**config.mk**
```make
export PLATFORM = sky130hd
export DESIGN_NAME = touch_packet_to_screen_point_core
export DESIGN_NICKNAME = d
export VERILOG_FILES = /design/src/hw/rtl/tpsp_pkg.sv /design/src/hw/rtl/tpsp_scaler.sv /design/src/hw/rtl/touch_packet_to_screen_point_core.sv
export VERILOG_INCLUDE_DIRS = /design/src /design/src/hw/rtl
export SDC_FILE = /design/constraint.sdc
export NUM_CORES = 1
export LEC_CHECK = 0
export ABC_AREA = 1
export BUFFER_PORTS_ARGS = -buffer_cell sky130_fd_sc_hd__buf_2
export CORE_ASPECT_RATIO = 0.7
export CORE_MARGIN = 5
export CORE_UTILIZATION = 50
export DETAILED_ROUTE_END_ITERATION = 7
export GPL_ROUTABILITY_DRIVEN = 0
export GPL_TIMING_DRIVEN = 0
export MAX_ROUTING_LAYER = met4
export PLACE_DENSITY = 0.68
export SKIP_LAST_GASP = 1
export SYNTH_ARGS = -nofsm -noshare
export SYNTH_HDL_FRONTEND = slang
export SYNTH_SLANG_ARGS = --single-unit
```
**constraint.sdc**
```tcl
create_clock -name clk -period 9 [get_ports clk]
set_input_delay 0.9 -clock clk [delete_from_list [all_inputs] [get_ports clk]]
set_output_delay 0.9 -clock clk [all_outputs]
set_load 0.005 [all_outputs]
```
**src/hw/rtl/assert_macros.svh**
```systemverilog
// Assertion helpers for the RTL; they compile away under synthesis.
`ifndef ASSERT_MACROS_SVH
`define ASSERT_MACROS_SVH

`ifndef SYNTHESIS

`define ASSERT_ALWAYS(label, clk, rst, expr) \
  label: assert property (@(posedge clk) disable iff (rst) (expr)) \
    else $error("%m: assertion failed");

`define ASSERT_IMPLIES(label, clk, rst, ante, cons) \
  label: assert property (@(posedge clk) disable iff (rst) (ante) |-> (cons)) \
    else $error("%m: assertion failed");

`define ASSERT_NEXT(label, clk, rst, ante, cons) \
  label: assert property (@(posedge clk) disable iff (rst) (ante) |=> (cons)) \
    else $error("%m: assertion failed");

`else

`define ASSERT_ALWAYS(label, clk, rst, expr)
`define ASSERT_IMPLIES(label, clk, rst, ante, cons)
`define ASSERT_NEXT(label, clk, rst, ante, cons)

`endif

`endif

```
**src/hw/rtl/tpsp_pkg.sv**
```systemverilog
package tpsp_pkg;

  // configuration port
  localparam int unsigned CFG_ADDR_W = 3;
  localparam logic REG_TOUCH_THRESHOLD = 1'b0;
  localparam logic [9:0] THRESHOLD_RESET = 10'h040;

  // packet framing
  localparam logic [2:0] COUNT_MASK = 3'd7;
  localparam logic [3:0] MIN_PACKET_LEN = 4'd2;
  localparam int unsigned REPORT_DEPTH = 5;
  localparam logic [2:0] FIRST_STORED_POS = 3'd2;

  localparam logic [7:0] FULL_PRESSURE = 8'd255;
  localparam logic [7:0] RELEASE_PRESSURE = 8'd0;

  // axis calibration
  localparam int unsigned X_OFFSET = 32'h0508;
  localparam int unsigned X_SPAN_END = 32'h10c0;
  localparam int unsigned X_MAX = 319;
  localparam int unsigned Y_OFFSET = 32'h0546;
  localparam int unsigned Y_SPAN_END = 32'h1266;
  localparam int unsigned Y_MAX = 239;

  // floor(v * MAX / SPAN) == (v * RECIP) >> RECIP_SHIFT for 0 <= v < SPAN
  localparam int unsigned RECIP_SHIFT = 24;
  localparam int unsigned X_SPAN = X_SPAN_END - X_OFFSET;
  localparam int unsigned Y_SPAN = Y_SPAN_END - Y_OFFSET;
  // MAX << RECIP_SHIFT needs more than 32 bits
  localparam longint unsigned X_RECIP =
    ((longint'(X_MAX) << RECIP_SHIFT) + longint'(X_SPAN) - 1) / longint'(X_SPAN);
  localparam longint unsigned Y_RECIP =
    ((longint'(Y_MAX) << RECIP_SHIFT) + longint'(Y_SPAN) - 1) / longint'(Y_SPAN);

endpackage

```
**src/hw/rtl/tpsp_scaler.sv**
```systemverilog
module tpsp_scaler (
  input  logic [15:0] raw_x,
  input  logic [15:0] raw_y,
  output logic [8:0]  x_scaled,
  output logic [7:0]  y_scaled
);

  // offset, scale, mirror and clamp one axis
  function automatic logic [8:0] scale_axis(input logic [15:0] raw,
                                            input logic [16:0] offset,
                                            input logic [11:0] span,
                                            input logic [20:0] recip,
                                            input logic [8:0]  max_val);
    logic [16:0] diff;
    logic [32:0] prod;
    logic [8:0]  quot;
    logic [8:0]  res;
    diff = {1'b0, raw} - offset;
    prod = 33'(diff[11:0]) * 33'(recip);
    quot = prod[32:24];
    if (diff[16] || diff == 17'd0) begin
      res = max_val;
    end else if (diff >= 17'(span)) begin
      res = 9'd0;
    end else begin
      res = max_val - quot;
    end
    return res;
  endfunction

  logic [8:0] y_full;

  assign x_scaled = scale_axis(raw_x, 17'(tpsp_pkg::X_OFFSET), 12'(tpsp_pkg::X_SPAN),
                               21'(tpsp_pkg::X_RECIP), 9'(tpsp_pkg::X_MAX));
  assign y_full   = scale_axis(raw_y, 17'(tpsp_pkg::Y_OFFSET), 12'(tpsp_pkg::Y_SPAN),
                               21'(tpsp_pkg::Y_RECIP), 9'(tpsp_pkg::Y_MAX));
  assign y_scaled = y_full[7:0];

endmodule

```
**src/hw/rtl/touch_packet_to_screen_point_core.sv**
```systemverilog
// Touch report decoder: takes controller report bytes and emits screen points.
// Byte channel: packet_byte with byte_valid/byte_ready, one byte per word.
// The low 3 bits of a packet's first byte give n; the packet holds
// max(n,1)+1 bytes. On the final byte the strength byte is compared with
// touch_threshold and a touch (pressure 255) or, if the pen was down, a
// release (pressure 0) at the last point goes out on the point channel
// (x_position, y_position, pressure with point_valid/point_ready).
// Throughput: one byte per cycle unless a stall drops byte_ready, set by the
// single-pass scaler between the decode register and the result register.
// A final byte sets the decode register, then its point the result register.
// A stalled point holds in the result register; one more final word can wait
// in the decode register, after which byte_ready drops until the point moves.
// APB port: touch_threshold at address 0, written at the access cycle.
// Reset: waits for a packet start, pen up, threshold 64, no point pending.
`include "assert_macros.svh"

module touch_packet_to_screen_point_core (
  input  logic                            clk,
  input  logic                            rst,
  input  logic                            psel,
  input  logic                            penable,
  input  logic                            pwrite,
  input  logic [tpsp_pkg::CFG_ADDR_W-1:0] paddr,
  input  logic [31:0]                     pwdata,
  output logic [31:0]                     prdata,
  output logic                            pready,
  input  logic [7:0]                      packet_byte,
  input  logic                            byte_valid,
  output logic                            byte_ready,
  output logic [8:0]                      x_position,
  output logic [7:0]                      y_position,
  output logic [7:0]                      pressure,
  output logic                            point_valid,
  input  logic                            point_ready
);

  logic [9:0] touch_threshold;
  logic       reg_sel;

  logic [2:0] byte_position;
  logic [3:0] packet_length;
  logic [7:0] report_bytes [tpsp_pkg::REPORT_DEPTH];
  logic [7:0] cur_bytes    [tpsp_pkg::REPORT_DEPTH];

  logic       accept;
  logic       is_start;
  logic       is_final;
  logic [2:0] count;
  logic [3:0] len_next;

  logic        s1_valid;
  logic        s1_touch;
  logic [15:0] s1_raw_x;
  logic [15:0] s1_raw_y;

  logic       stall;
  logic       pen_down;
  logic [8:0] last_x;
  logic [7:0] last_y;
  logic [8:0] x_scaled;
  logic [7:0] y_scaled;

  // configuration port
  assign pready  = 1'b1;
  assign reg_sel = (paddr[2] == tpsp_pkg::REG_TOUCH_THRESHOLD);
  assign prdata  = reg_sel ? 32'(touch_threshold) : 32'd0;

  always_ff @(posedge clk) begin
    if (rst) begin
      touch_threshold <= tpsp_pkg::THRESHOLD_RESET;
    end else if (psel && penable && pwrite && pready && reg_sel) begin
      touch_threshold <= pwdata[9:0];
    end
  end

  // packet framing
  assign stall      = point_valid && !point_ready;
  assign byte_ready = !s1_valid || !stall;
  assign accept     = byte_valid && byte_ready;
  assign is_start   = (byte_position == 3'd0);
  assign count      = packet_byte[2:0] & tpsp_pkg::COUNT_MASK;
  assign len_next   = (count == 3'd0) ? tpsp_pkg::MIN_PACKET_LEN : {1'b0, count} + 4'd1;
  assign is_final   = !is_start && (({1'b0, byte_position} + 4'd1) >= packet_length);

  // report bytes with the current word overlaid
  always_comb begin
    for (int i = 0; i < tpsp_pkg::REPORT_DEPTH; i++) begin
      if (byte_position == tpsp_pkg::FIRST_STORED_POS + 3'(i)) begin
        cur_bytes[i] = packet_byte;
      end else begin
        cur_bytes[i] = report_bytes[i];
      end
    end
  end

  always_ff @(posedge clk) begin
    if (rst) begin
      byte_position <= 3'd0;
      packet_length <= 4'd0;
    end else if (accept) begin
      if (is_start) begin
        packet_length <= len_next;
        byte_position <= 3'd1;
      end else if (is_final) begin
        byte_position <= 3'd0;
      end else begin
        byte_position <= byte_position + 3'd1;
      end
    end
  end

  always_ff @(posedge clk) begin
    if (accept) begin
      for (int i = 0; i < tpsp_pkg::REPORT_DEPTH; i++) begin
        report_bytes[i] <= is_start ? 8'd0 : cur_bytes[i];
      end
    end
  end

  // decode register: one finished packet waiting for the scaler
  always_ff @(posedge clk) begin
    if (rst) begin
      s1_valid <= 1'b0;
    end else if (byte_ready) begin
      s1_valid <= accept && is_final;
    end
  end

  always_ff @(posedge clk) begin
    if (byte_ready) begin
      s1_touch <= {2'b00, cur_bytes[4]} > touch_threshold;
      s1_raw_x <= {cur_bytes[2], cur_bytes[3]};
      s1_raw_y <= {cur_bytes[0], cur_bytes[1]};
    end
  end

  tpsp_scaler u_scaler (
    .raw_x    (s1_raw_x),
    .raw_y    (s1_raw_y),
    .x_scaled (x_scaled),
    .y_scaled (y_scaled)
  );

  // result register and pen tracking
  always_ff @(posedge clk) begin
    if (rst) begin
      point_valid <= 1'b0;
      pen_down    <= 1'b0;
    end else if (!stall) begin
      point_valid <= 1'b0;
      if (s1_valid) begin
        if (s1_touch) begin
          point_valid <= 1'b1;
          pen_down    <= 1'b1;
        end else if (pen_down) begin
          point_valid <= 1'b1;
          pen_down    <= 1'b0;
        end
      end
    end
  end

  always_ff @(posedge clk) begin
    if (!stall && s1_valid) begin
      if (s1_touch) begin
        last_x     <= x_scaled;
        last_y     <= y_scaled;
        x_position <= x_scaled;
        y_position <= y_scaled;
        pressure   <= tpsp_pkg::FULL_PRESSURE;
      end else begin
        x_position <= last_x;
        y_position <= last_y;
        pressure   <= tpsp_pkg::RELEASE_PRESSURE;
      end
    end
  end

  `ASSERT_IMPLIES(a_point_in_screen, clk, rst, point_valid, (x_position <= 9'(tpsp_pkg::X_MAX)) && (y_position <= 8'(tpsp_pkg::Y_MAX)))
  `ASSERT_IMPLIES(a_ready_only_on_stall, clk, rst, !byte_ready, s1_valid && point_valid && !point_ready)
  `ASSERT_NEXT(a_release_drops_pen, clk, rst, s1_valid && !stall && !s1_touch && pen_down, point_valid && (pressure == tpsp_pkg::RELEASE_PRESSURE) && !pen_down)
  `ASSERT_IMPLIES(a_position_in_packet, clk, rst, byte_position != 3'd0, {1'b0, byte_position} < packet_length)

endmodule

```
== Word level (Yosys, flattened, before mapping) ==
Memories as Yosys holds them, arrays and structs flattened.
Cells that the tools add are included.

* Register bits: 78
* RAM bits: 40
* Bits of input ports: 50
* Output and inout bits: 60
* Memories kept: 1

* $add $sub $neg: 7
* Multipliers: 2
* Order comparisons: 4
* Eq/ne operators: 5
* Muxes and demuxes: 23
* Bitwise logic cells: 2
* Reduce and logical (&&, ||, !) cells: 24

{| class="wikitable"
|+ Memory list
! memory !! words !! width !! read ports !! clocked after Yosys merged registers in !! wr ports !! line !! source
|-
| report_bytes || 5 || 8 || 5 || 0 || 5 || touch_packet_to_screen_point_core.sv:42 || <nowiki>logic [7:0] report_bytes [tpsp_pkg::REPORT_DEPTH];</nowiki>
|}

{| class="wikitable"
|+ Operators by type and width
! cell !! count
|-
| $mux 8 || 12
|-
| $ge 17x12->1 const B || 2
|-
| $logic_not 17->1 || 2
|-
| $sub 16x11->17 const B || 2
|-
| $mul 12x20->32 const B || 1
|-
| $mul 12x19->30 const B || 1
|-
| $gt 8x10->1 || 1
|-
| $mux 10 || 1
|-
| $eq 3x3->1 const B || 3
|-
| $mux 9 || 1
|-
| $sub 9x9->9 const A || 1
|-
| $add 3x1->4 const B || 2
|-
| $logic_and 1x1->1 || 8
|-
| $sub 8x8->8 const A || 1
|-
| $eq 3x2->1 const B || 2
|-
| $logic_not 3->1 || 2
|-
| $mux 1 || 6
|-
| $mux 3 || 2
|-
| $reduce_and 2->1 || 3
|-
| $ge 4x4->1 || 1
|-
| $logic_not 1->1 || 4
|-
| $mux 4 || 1
|-
| $reduce_or 2->1 || 2
|-
| $add 3x1->3 const B || 1
|-
| other kinds (2) || 5
|}

== Depth between registers and ports, before layout ==
Gate-level depths: netlist of the first run.

* Word-level depth: 7
* Gate-level depth with buffers: 35

== Hierarchy ==
A second synthesis of the first run with hierarchy kept.

* Cell total of the unflattened synthesis: 1762
* Area total of the unflattened synthesis: 14128.6 sq um

{| class="wikitable"
|+ Modules (own cells, without submodules)
! module !! instances !! cells each !! area an instance (sq um) !! sequential area each (sq um)
|-
| tpsp_scaler || 1 || 1246 || 9042.4 || 0.0
|-
| touch_packet_to_screen_point_core || 1 || 516 || 5086.1 || 3133.0
|}

== Least setup slack after synthesis of the first run ==
Ideal clock, no wire load.

* Path kind: register -> register
* Start: register s1_raw_x[3]
* End: register last_x[8] (data pin)
* Data arrival time: 6.336 ns
* Setup slack: 2.407 ns
* Cell stages (with the launch flop): 33
* Buffers on the path: 1
* Clock period less this slack: 6.593 ns
* Cells stage by stage: edfxtp_1 -> buf_6 -> inv_1 -> ha_1 -> nand2_2 -> o21ai_2 -> nand2_1 -> nand2_2 -> xor2_1 -> inv_1 -> fa_1 -> inv_1 -> fa_1 -> fa_1 -> inv_1 -> fa_1 -> inv_1 -> fa_1 -> inv_1 -> ha_1 -> nand2_1 -> inv_1 -> nand3_1 -> nor4_1 -> nand4_1 -> nand2_1 -> xor2_1 -> ha_1 -> xor2_1 -> xnor2_1 -> xor2_1 -> nand2_1 -> nand2_1

* Longest elaborated chain between the ends: 4

{| class="wikitable"
|+ RTL lines
! what !! line !! source
|-
| start: declaration || touch_packet_to_screen_point_core.sv:53 || <nowiki>logic [15:0] s1_raw_x;</nowiki>
|-
| start signal: assignment || touch_packet_to_screen_point_core.sv:132 || <nowiki>s1_raw_x <= {cur_bytes[2], cur_bytes[3]};</nowiki>
|-
| $sub 16x11->17 * || tpsp_scaler.sv:18 || <nowiki>diff = {1'b0, raw} - offset;</nowiki>
|-
| $mul 12x20->32 || tpsp_scaler.sv:19 || <nowiki>prod = 33'(diff[11:0]) * 33'(recip);</nowiki>
|-
| $sub 9x9->9 || tpsp_scaler.sv:26 || <nowiki>res = max_val - quot;</nowiki>
|-
| $mux 9 || tpsp_scaler.sv:23 || <nowiki>end else if (diff >= 17'(span)) begin</nowiki>
|-
| end signal: assignment || touch_packet_to_screen_point_core.sv:166 || <nowiki>last_x <= x_scaled;</nowiki>
|-
| end: declaration || touch_packet_to_screen_point_core.sv:58 || <nowiki>logic [8:0] last_x;</nowiki>
|}

Mark *: on every way between the ends. The rest lies on a longest branch, timed or not.
A chain may end at the register's enable or synchronous reset.

== Worst setup path in the final report of the first run ==
Same ends and word-level chain as after synthesis.

==> results of run 1 <==
-- stage by stage --
stage,hold slack (ns),instances,area [sq um]
finish,0.480,2227,15200
global route,0.504,2227,15200
floorplan,0.440,1779,14100
global placement,0.452,2211,14900
detailed placement,0.460,2211,14900
CTS,0.476,2227,15200
-- area by class of cell --
cell class              instances  area [sq um]
clock inverters                 5          56.3
plain buffers                  45           293
inverters                     439          1650
multi-input cells            1184          9010
fillers                      2625         12500
clock buffers                  11           253
flip-flops and latches        111          3130
repair buffers                 61           305
well taps                     371           464
-- cell usage in the layout, fill, tap and decap left out, types with 9 or more instances in the layout --
master	Yosys	routed
dfxtp_1	20	20
inv_1	434	433
nand4_1	20	20
buf_2	0	61
xor2_1	12	12
fa_1	119	119
conb_1	2	23
clkbuf_1	13	13
clkbuf_16	0	9
buf_4	31	31
ha_1	215	215
o21ai_0	78	78
nand3_1	52	52
nand2_2	9	10
nor3_1	18	18
a21oi_1	85	85
nor2_1	128	128
nand2_1	351	350
xnor2_1	13	13
edfxtp_1	91	91
-- synth_stat cells (all sizes together) (3+ instances only) --
cell	instances	area [sq um]
and2	4	27.5
edfxtp	91	2730
nand3b	6	48.8
fa	119	2380
ha	215	2690
nor2	134	538
or2	3	21.3
xnor2	13	114
a21o	8	60.1
buf	32	244
xor2	12	105
clkbuf	13	48.8
nand3	54	280
nor4	5	31.3
a31oi	4	25.0
a21oi	87	443
inv	439	1650
nand4	20	125
a211oi	3	22.5
o21ai	81	413
nor3	18	90.1
dfxtp	20	400
nand2	361	1390
-- cell families after synthesis --
logic type,share of synthesized area (%)
xor gates and xnor gates,1.73
DFF,22.4
AOI/OAI and AO/OA,7.43
buffers and inverters,13.9
other,0.0536
adders and majority gates,36.2
and+or+nand+nor,18.3
-- registers in the layout, summed over array words and instances, names as in the netlist --
register	cells
byte_position	3
last_x	9
last_y	8
packet_length	4
pen_down	1
point_valid	1
pressure	1
report_bytes	40
s1_raw_x	16
s1_raw_y	16
s1_touch	1
s1_valid	1
touch_threshold	10
-- worst min path at each step --
| stage | endpoint | slack, ns | depth (start not counted) | startpoint |
|---|---|---|---|---|
| global route | touch_threshold[9] | 0.50 | 2 | touch_threshold[9] |
| floorplan | pen_down | 0.44 | 2 | pen_down |
| detailed placement | pen_down | 0.46 | 2 | pen_down |
| global placement | pen_down | 0.45 | 2 | pen_down |
| CTS | pen_down | 0.48 | 2 | pen_down |
| finish | packet_length[3] | 0.48 | 2 | packet_length[3] |
-- tightest hold or removal path: cells and delay by family (launching register included) --
kind / cells / cell delay (ns)
AO/OA/AOI/OAI: 1 / 0.07
buffers and inverters: 1 / 0.07
flip-flops: 1 / 0.30
-- routing by layer --
metal	global-route usage (%)	up-vias
met5	-	-
met3	3.39	30
li1	-	5619
met4	3.06	0
met2	31.0	333
met1	33.4	5103
==> flow_summary.toml, run 1 <==
[outcome]
run_status = "finished, final reports clean"

[drt]
drt-met1-wl_um = 16700
drt_drc_violations_left = 0
ant_nets = 0
route.met2.wl_um = 13200
met3_length_um = 2240
via_per_inst = 4.98
dr.max_layer_used = "met4"
vias = 11085
dr.pass1.iters = 6
first_iter_violations = 871
avgRoutedWirePerCell_um = 14.5
wirelength_um = 32400

[setup_path]
start_kind = "register"
worstPathRequired_ns = 9.11
reg2reg_slack_ns = 1.55
crit_buf_inv = 7
crit_path_end = "last_x[8]"
slowest_stage = "xor2_1"
reg2reg_from = "s1_raw_x[3]"
crit_family = "adder cells"
cp_max_fo = 9
crit_top_cell = "nand2_1"
crit_type = "reg -> reg"
cp.arrival_ns = 7.56
crit_cells = 34
crit_path_end_kind = "register"
rr_worst_depth = 34
cpPeakStageDelay_ns = 0.59
startpoint = "s1_raw_x[3]"
timing.rr.end = "last_x[8]"

[timing]
worst_slew_margin_rel_pct = 30.7
finalCriticalPeriod_ns = 7.45
drv_slew = 0
worst_clock_skew_ns = 0.0112
final-setup-viol-count = 0
finalSetupTns_ns = 0
rsz0062_at_grt = "no"
finalCritPeriodShare_pct = 82.8
worst_pin_slew_ns = 1.04
fin_ws_ns = 1.55
fmax_mhz = 134
final_hold_viol_count = 0

[die]
ioPinCount = 110
rows = 51
initial_core_util_pct = 50.6
fp.dieW_um = 210
coreArea_sq_mm = 0.0277
die-area_sq_mm = 0.0315
die_height_um = 150

[global_route]
grt_pass1_vias = 10759
grt_pass1_wl_um = 54000
grt_max_degree = 44
track_usage_pct = 21.8
grt_overflow = 0
antenna_found_initial = 0

[synth]
synth-main-ff-cell = "edfxtp_1"
synth_edf_count = 91
postSynthAreaPerCell_sq_um = 7.97
async_flop_share_pct = 0
synth_seq_cells = 111
yosysUniqueCellTypes = 47
yosysWarningCount = 0
synth-seq-area-share_pct = 22.4
synth.cell_area_sq_mm = 0.0140
syn-instance-count = 1758

[placed_design]
dp_hpwl_um = 27000
dpl_worst_slack_ns = 1.62
io_buffers = 61

[final_layout]
drive_gt1_share_pct = 7.81
finalCoreUtilization_pct = 54.8
antenna-diode-count = 0
syn_to_final_growth_pct = 8.28
fin_nets = 2235

[clocking]
clk_latency_ns = 0.37
post-cts-setup-buffers = 0
numCtsBuffers = 9
clk_path_buf_depth = 2
cts_repair_resize_count = 0
h-tree-depth = 3
cts.reportedPaths.clkPinSlew_ns = 0.08
tritoncts = "yes"
clkSinkCount = 111
postCtsHoldBufs = 0
cts-root-buf = "clkbuf_16"

[worst_hold_path]
hold_path.class = "reg -> reg"

[flow_run]
maxCapViolations = 0
Power of run 1 is left out: the tool's default activity adds up to more than one toggle a clock period on the data nets, which glitch-free logic cannot reach.
==> run 2, diff against run 1 <==
- ABC_AREA: 1 -> 0
- PLACE_DENSITY: 0.68 -> 0.69
- clock period: 9 -> 7.1 ns (I/O delays scaled with it)
==> run 2 against run 1 <==
  * The flow now finishes with violations (setup timing)
  * Sequential cell count unchanged
  * Sequential share of layout area increased by 1.4 points
  * Area after synthesis decreased by 11%
  * Setup slack got worse by 1.6 ns
  * Routed wire length decreased by 18%
  * Synthesized cell count decreased by 31%
  * First-iteration DRC count decreased by 42%
  * Cell count decreased by 25%
  * Count of clock-buffer cells in the layout decreased by 1
  * Utilization increased by 3.2 points
  * Critical path type unchanged
==> flow_summary.toml, run 2 <==
[outcome]
run_status = "finished, violations left"
violations = "setup timing"

[synth]
synth-seq-area-share_pct = 25.2
synth_compound_area_share_pct = 8.06
async_flop_share_pct = 0
synth_top_area_share_pct = 22.0
yosysUniqueCellTypes = 62
synth_edf_count = 91
synth_area_leaders = "edfxtp_1, ha_1, fa_1"
syn-instance-count = 1207
synth_top_family_by_area = "adder cells"
yosysMostFrequentCell = "inv_1"
synthAdderAreaFrac_pct = 40.8
synthSimpleGateAreaFrac_pct = 9.73
synth_commonest_cells = "inv_1, ha_1, fa_1"
synth_seq_cells = 111
yosys-mux-area-fraction_pct = 3.14
synthXorXnorAreaFrac_pct = 3.18
synth-main-ff-cell = "edfxtp_1"
yosysWarningCount = 0
synth_top_area_cell = "edfxtp_1"
postSynthAreaPerCell_sq_um = 10.3
synth.cell_area_sq_mm = 0.0124

[setup_path]
slowest_stage = "fa_2"
startpoint = "s1_raw_x[3]"
crit_path_end_kind = "register"
reg2reg_from = "s1_raw_x[3]"
start_kind = "register"
cpPeakStageDelay_ns = 0.58
cp_max_fo = 4
reg2reg_slack_ns = -0.08
worstPathRequired_ns = 7.26
timing.rr.end = "last_x[8]"
rr_worst_depth = 29
crit_type = "reg -> reg"
cp.arrival_ns = 7.34
crit_top_cell = "fa_1"

[final_layout]
largest_reg_flops = 40
regMostFlops = "report_bytes"
fin_nets = 1723
n_fill_cell = 2111
syn_to_final_growth_pct = 14.6
final_area_sq_mm = 0.0142
drive_gt1_share_pct = 17.9
most-common-layout-cells = "inv_1, ha_1, fa_1"
reg_top3 = "report_bytes x40, s1_raw_x x16, s1_raw_y x16"
layout_commonest_cell = "inv_1"
antenna-diode-count = 0
final_cells = 1669

[die]
initial_core_util_pct = 50.6
rows = 48
die_height_um = 142
ioPinCount = 110
die-area_sq_mm = 0.0282
fp.dieW_um = 198
coreArea_sq_mm = 0.0246

[global_route]
grt_overflow = 0
grt_max_degree = 45
grt_pass1_vias = 8784
track_usage_pct = 20.1
grt_pass1_wl_um = 44400
antenna_found_initial = 0

[clocking]
numCtsBuffers = 9
clkSinkCount = 111
h-tree-depth = 3
cts-root-buf = "clkbuf_16"
tritoncts = "yes"
clk_path_buf_depth = 2
clk_latency_ns = 0.36
postCtsHoldBufs = 0
cts.reportedPaths.clkPinSlew_ns = 0.08

[drt]
avgRoutedWirePerCell_um = 16.0
dr.pass1.iters = 5
drt_drc_violations_left = 0
vias = 8590
ant_nets = 0
via_per_inst = 5.15
first_iter_violations = 509
wirelength_um = 26700

[worst_hold_path]
min_to = "touch_threshold[7]"
hold_depth = 2
hold_path.class = "reg -> reg"
holdCritStartpoint = "touch_threshold[7]"

[timing]
final-setup-viol-count = 1
finalCritPeriodShare_pct = 101
fin_ws_ns = -0.0802
final_hold_viol_count = 0
drv_slew = 0
rsz0062_at_grt = "yes"
worst_clock_skew_ns = 0.0117
worst_pin_slew_ns = 0.975
finalCriticalPeriod_ns = 7.18
worst_slew_margin_rel_pct = 34.8
fmax_mhz = 139

[placed_design]
dp_hpwl_um = 21400
place_area_sq_mm = 0.0132
io_buffers = 60
dpl.cell_count = 1614
dpl_worst_slack_ns = -1.54

[flow_run]
maxCapViolations = 0
[run 2: cell count changes after synthesis, sizes merged, moves of 32 or more]
cell,change
o21ai,-44
and2,+38
nand2,-295
inv,-189
nor2,-86
a21oi,-47
nand3,-43
mux2,+32
[run 2: area by class of cell]
type / count / area [sq um] / area share (%)
tap: 325 / 407 / 2.86
timing repair buffer: 100 / 608 / 4.27
inverter: 250 / 946 / 6.64
buffer: 43 / 282 / 1.98
clock buffer: 10 / 229 / 1.61
clock inverter: 6 / 56.3 / 0.396
multi-input combinational: 824 / 8570 / 60.2
sequential: 111 / 3130 / 22.0
[run 2: critical path, delay by kind of cell (launching register included)]
family / cells / cell delay [ns]
adders and majority gates: 8 / 3.20
AOI/OAI and AO/OA: 5 / 1.32
and+or+nand+nor: 7 / 0.95
buffers and inverters: 6 / 0.57
xor gates and xnor gates: 3 / 0.56
DFF: 1 / 0.40
[run 2: repair_timing]
item	in CTS	in global routing
resized for setup	41	29
pin swaps	21	18
setup buffers	25	14
gates cloned	0	0
endpoints found under the setup margin	9	4
[run 2: worst max path at each step]
stage	end	slack [ns]	cells after the start
after floorplan	last_x[8]	0.005	28
after detailed placement	last_x[8]	-1.54	29
after global placement	last_x[8]	-1.51	29
after CTS	last_x[8]	-0.02	29
final	last_x[8]	-0.08	29
after global routing	last_x[8]	-0.32	31
[run 2: per-stage QoR]
| stage | setup TNS (ns) | util, % | hold slack [ns] |
|---|---|---|---|
| floorplan | 0 | - | 0.432 |
| global placement | -3.35 | 53.8 | 0.444 |
| detailed placement | -3.62 | 53.9 | 0.449 |
| CTS | -0.0202 | 56.8 | 0.460 |
| global route | -0.391 | 58.0 | 0.480 |
| finish | -0.0802 | 58.0 | 0.463 |
[run 2: layer usage]
layer  share of wire, %  wire (um)  vias up  global-route usage (%)
met3                5.5       1470       18                    3.51
met5                  0          0        -                       -
met2                 42      11100      217                    28.3
met4               0.81        217        0                    2.99
met1                 52      13900     4141                    31.0
li1                   -          -     4214                       -
[run 2: kinds of logic (layout without fill, tap and decap cells)]
kind of cell | after synthesis | count (layout)
adders and majority gates | 334 | 334
buffers and inverters | 293 | 409
and+or+nand+nor | 240 | 240
AOI/OAI and AO/OA | 149 | 149
DFF | 111 | 111
xor gates and xnor gates | 43 | 43
muxes | 35 | 35
other | 2 | 23
Power of run 2 is left out for the same reason.
==> run 3, diff against run 2 <==
- clock period: 7.1 -> 7.4 ns (I/O delays scaled with it)
==> run 3 against run 2 <==
  * The flow now finishes without violations
  * Die area did not move
  * Cell count decreased by 0.12%
  * Cell area decreased by 0.12%
  * Worst hold slack got worse by 0.0072 ns
  * Register-to-register slack better by 0.36 ns
  * Count of clock-buffer cells in the layout decreased by 1
  * Routed wire length down 1.7%
  * Utilization fell by 0.071 points
  * Sequential share of layout area hardly changed
  * Highest routed layer unchanged
==> flow_summary.toml, run 3 (synthesized netlist as in run 2, its figures left out) <==
[setup_path]
reg2reg_from = "s1_raw_y[1]"
reg2reg_slack_ns = 0.28
crit_path_end_kind = "register"
crit_top_cell = "inv_1"
timing.rr.end = "last_y[6]"
slowest_stage = "fa_1"
worstPathRequired_ns = 7.50
cp.arrival_ns = 7.22
crit_type = "reg -> reg"
cp_max_fo = 5
start_kind = "register"
cpPeakStageDelay_ns = 0.54
rr_worst_depth = 27

[timing]
final_hold_viol_count = 0
fmax_mhz = 140
finalCritPeriodShare_pct = 96.2
final-setup-viol-count = 0
drv_slew = 0
finalSetupTns_ns = 0
finalCriticalPeriod_ns = 7.12
worst_slew_margin_rel_pct = 34.1
worst_pin_slew_ns = 0.988
worst_clock_skew_ns = 0.00784

[clocking]
postCtsHoldBufs = 0
cts-root-buf = "clkbuf_16"
cts.reportedPaths.clkPinSlew_ns = 0.08
clkSinkCount = 111
clk_path_buf_depth = 2
numCtsBuffers = 9
h-tree-depth = 3
clk_latency_ns = 0.36
tritoncts = "yes"

[global_route]
met2_usage_pct = 27.7
grt_pass1_wl_um = 43600
grt_pass1_vias = 8670
grtUsageMet3_pct = 4.06
grt-busiest-layer = "met1"
gr-usage-met1_pct = 30.7
antenna_found_initial = 0
grt_max_degree = 45
grt_overflow = 0
track_usage_pct = 19.8

[final_layout]
n_fill_cell = 2071
regMostFlops = "report_bytes"
regArea_sq_mm = 0.00313
finalCoreUtilization_pct = 57.9
reg_top3 = "report_bytes x40, s1_raw_x x16, s1_raw_y x16"
final_cells = 1667
antenna-diode-count = 0
multi_input_area_sq_mm = 0.00854
syn_to_final_growth_pct = 14.4
largest_reg_flops = 40
layout_commonest_cell = "inv_1"
fin_nets = 1721
final_area_sq_mm = 0.0142
most-common-layout-cells = "inv_1, ha_1, fa_1"
drive_gt1_share_pct = 17.4

[drt]
vias = 8575
wirelength_um = 26200
drt_drc_violations_left = 0
avgRoutedWirePerCell_um = 15.7
dr.pass1.iters = 5
via_per_inst = 5.14
first_iter_violations = 535
ant_nets = 0

[worst_hold_path]
min_to = "touch_threshold[1]"
hold_depth = 2
holdCritStartpoint = "touch_threshold[1]"
hold_path.class = "reg -> reg"

[placed_design]
place_area_sq_mm = 0.0132
dpl.cell_count = 1615
dp_hpwl_um = 21000
io_buffers = 60

[die]
coreArea_sq_mm = 0.0246
rows = 48
die-area_sq_mm = 0.0282
initial_core_util_pct = 50.6
fp.dieW_um = 198
die_height_um = 142
ioPinCount = 110

[flow_run]
maxCapViolations = 0

[outcome]
run_status = "finished, final reports clean"
run 3: area by class of cell:
type,instances,share of cell area [%]
plain buffers,43,1.98
clock buffers,9,1.58
clock inverters,7,0.528
inverters,250,6.63
multi-input cells,824,60.1
flip-flops and latches,111,22.0
well taps,325,2.86
repair buffers,98,4.31
run 3: worst max-delay path by stage:
stage | start | to | cells after the start
5_1_grt | s1_raw_x[3] | last_x[8] | 30
6_report | s1_raw_y[1] | last_y[6] | 27
3_5_place_dp | s1_raw_x[3] | last_x[8] | 29
3_3_place_gp | s1_raw_x[3] | last_x[8] | 29
2_1_floorplan | s1_raw_x[3] | last_x[8] | 28
4_1_cts | s1_raw_x[3] | last_x[8] | 28
run 3: what timing repair did:
item / 4_1_cts / 5_1_grt
buffers inserted: 15 / 21
endpoints found under the setup margin: 7 / 4
cloned: 0 / 0
gates resized for setup: 22 / 42
pin swaps: 9 / 31
run 3: metal layers:
metal	wire (um)	up-vias
met5	0	-
met1	13600	4141
met3	1630	17
li1	-	4206
met2	10800	211
met4	165	0
run 3: critical path: cells and delay by family (launching register included):
family                   cells  cell delay (ns)
AO/OA/AOI/OAI                7             2.03
XOR/XNOR                     5             0.86
adder cells (fa/ha/maj)      8             2.78
buffers and inverters        4             0.22
flip-flops                   1             0.48
AND/OR/NAND/NOR              3             0.47
run 3: stage by stage:
| step | worst slack [ns] | hold WS (ns) |
|---|---|---|
| final | 0.280 | 0.455 |
| after floorplan | 0.131 | 0.432 |
| after global placement | -1.51 | 0.443 |
| after CTS | -0.0272 | 0.460 |
| after detailed placement | -1.52 | 0.449 |
| after global routing | -0.0284 | 0.480 |
Power of run 3 is left out for the same reason.
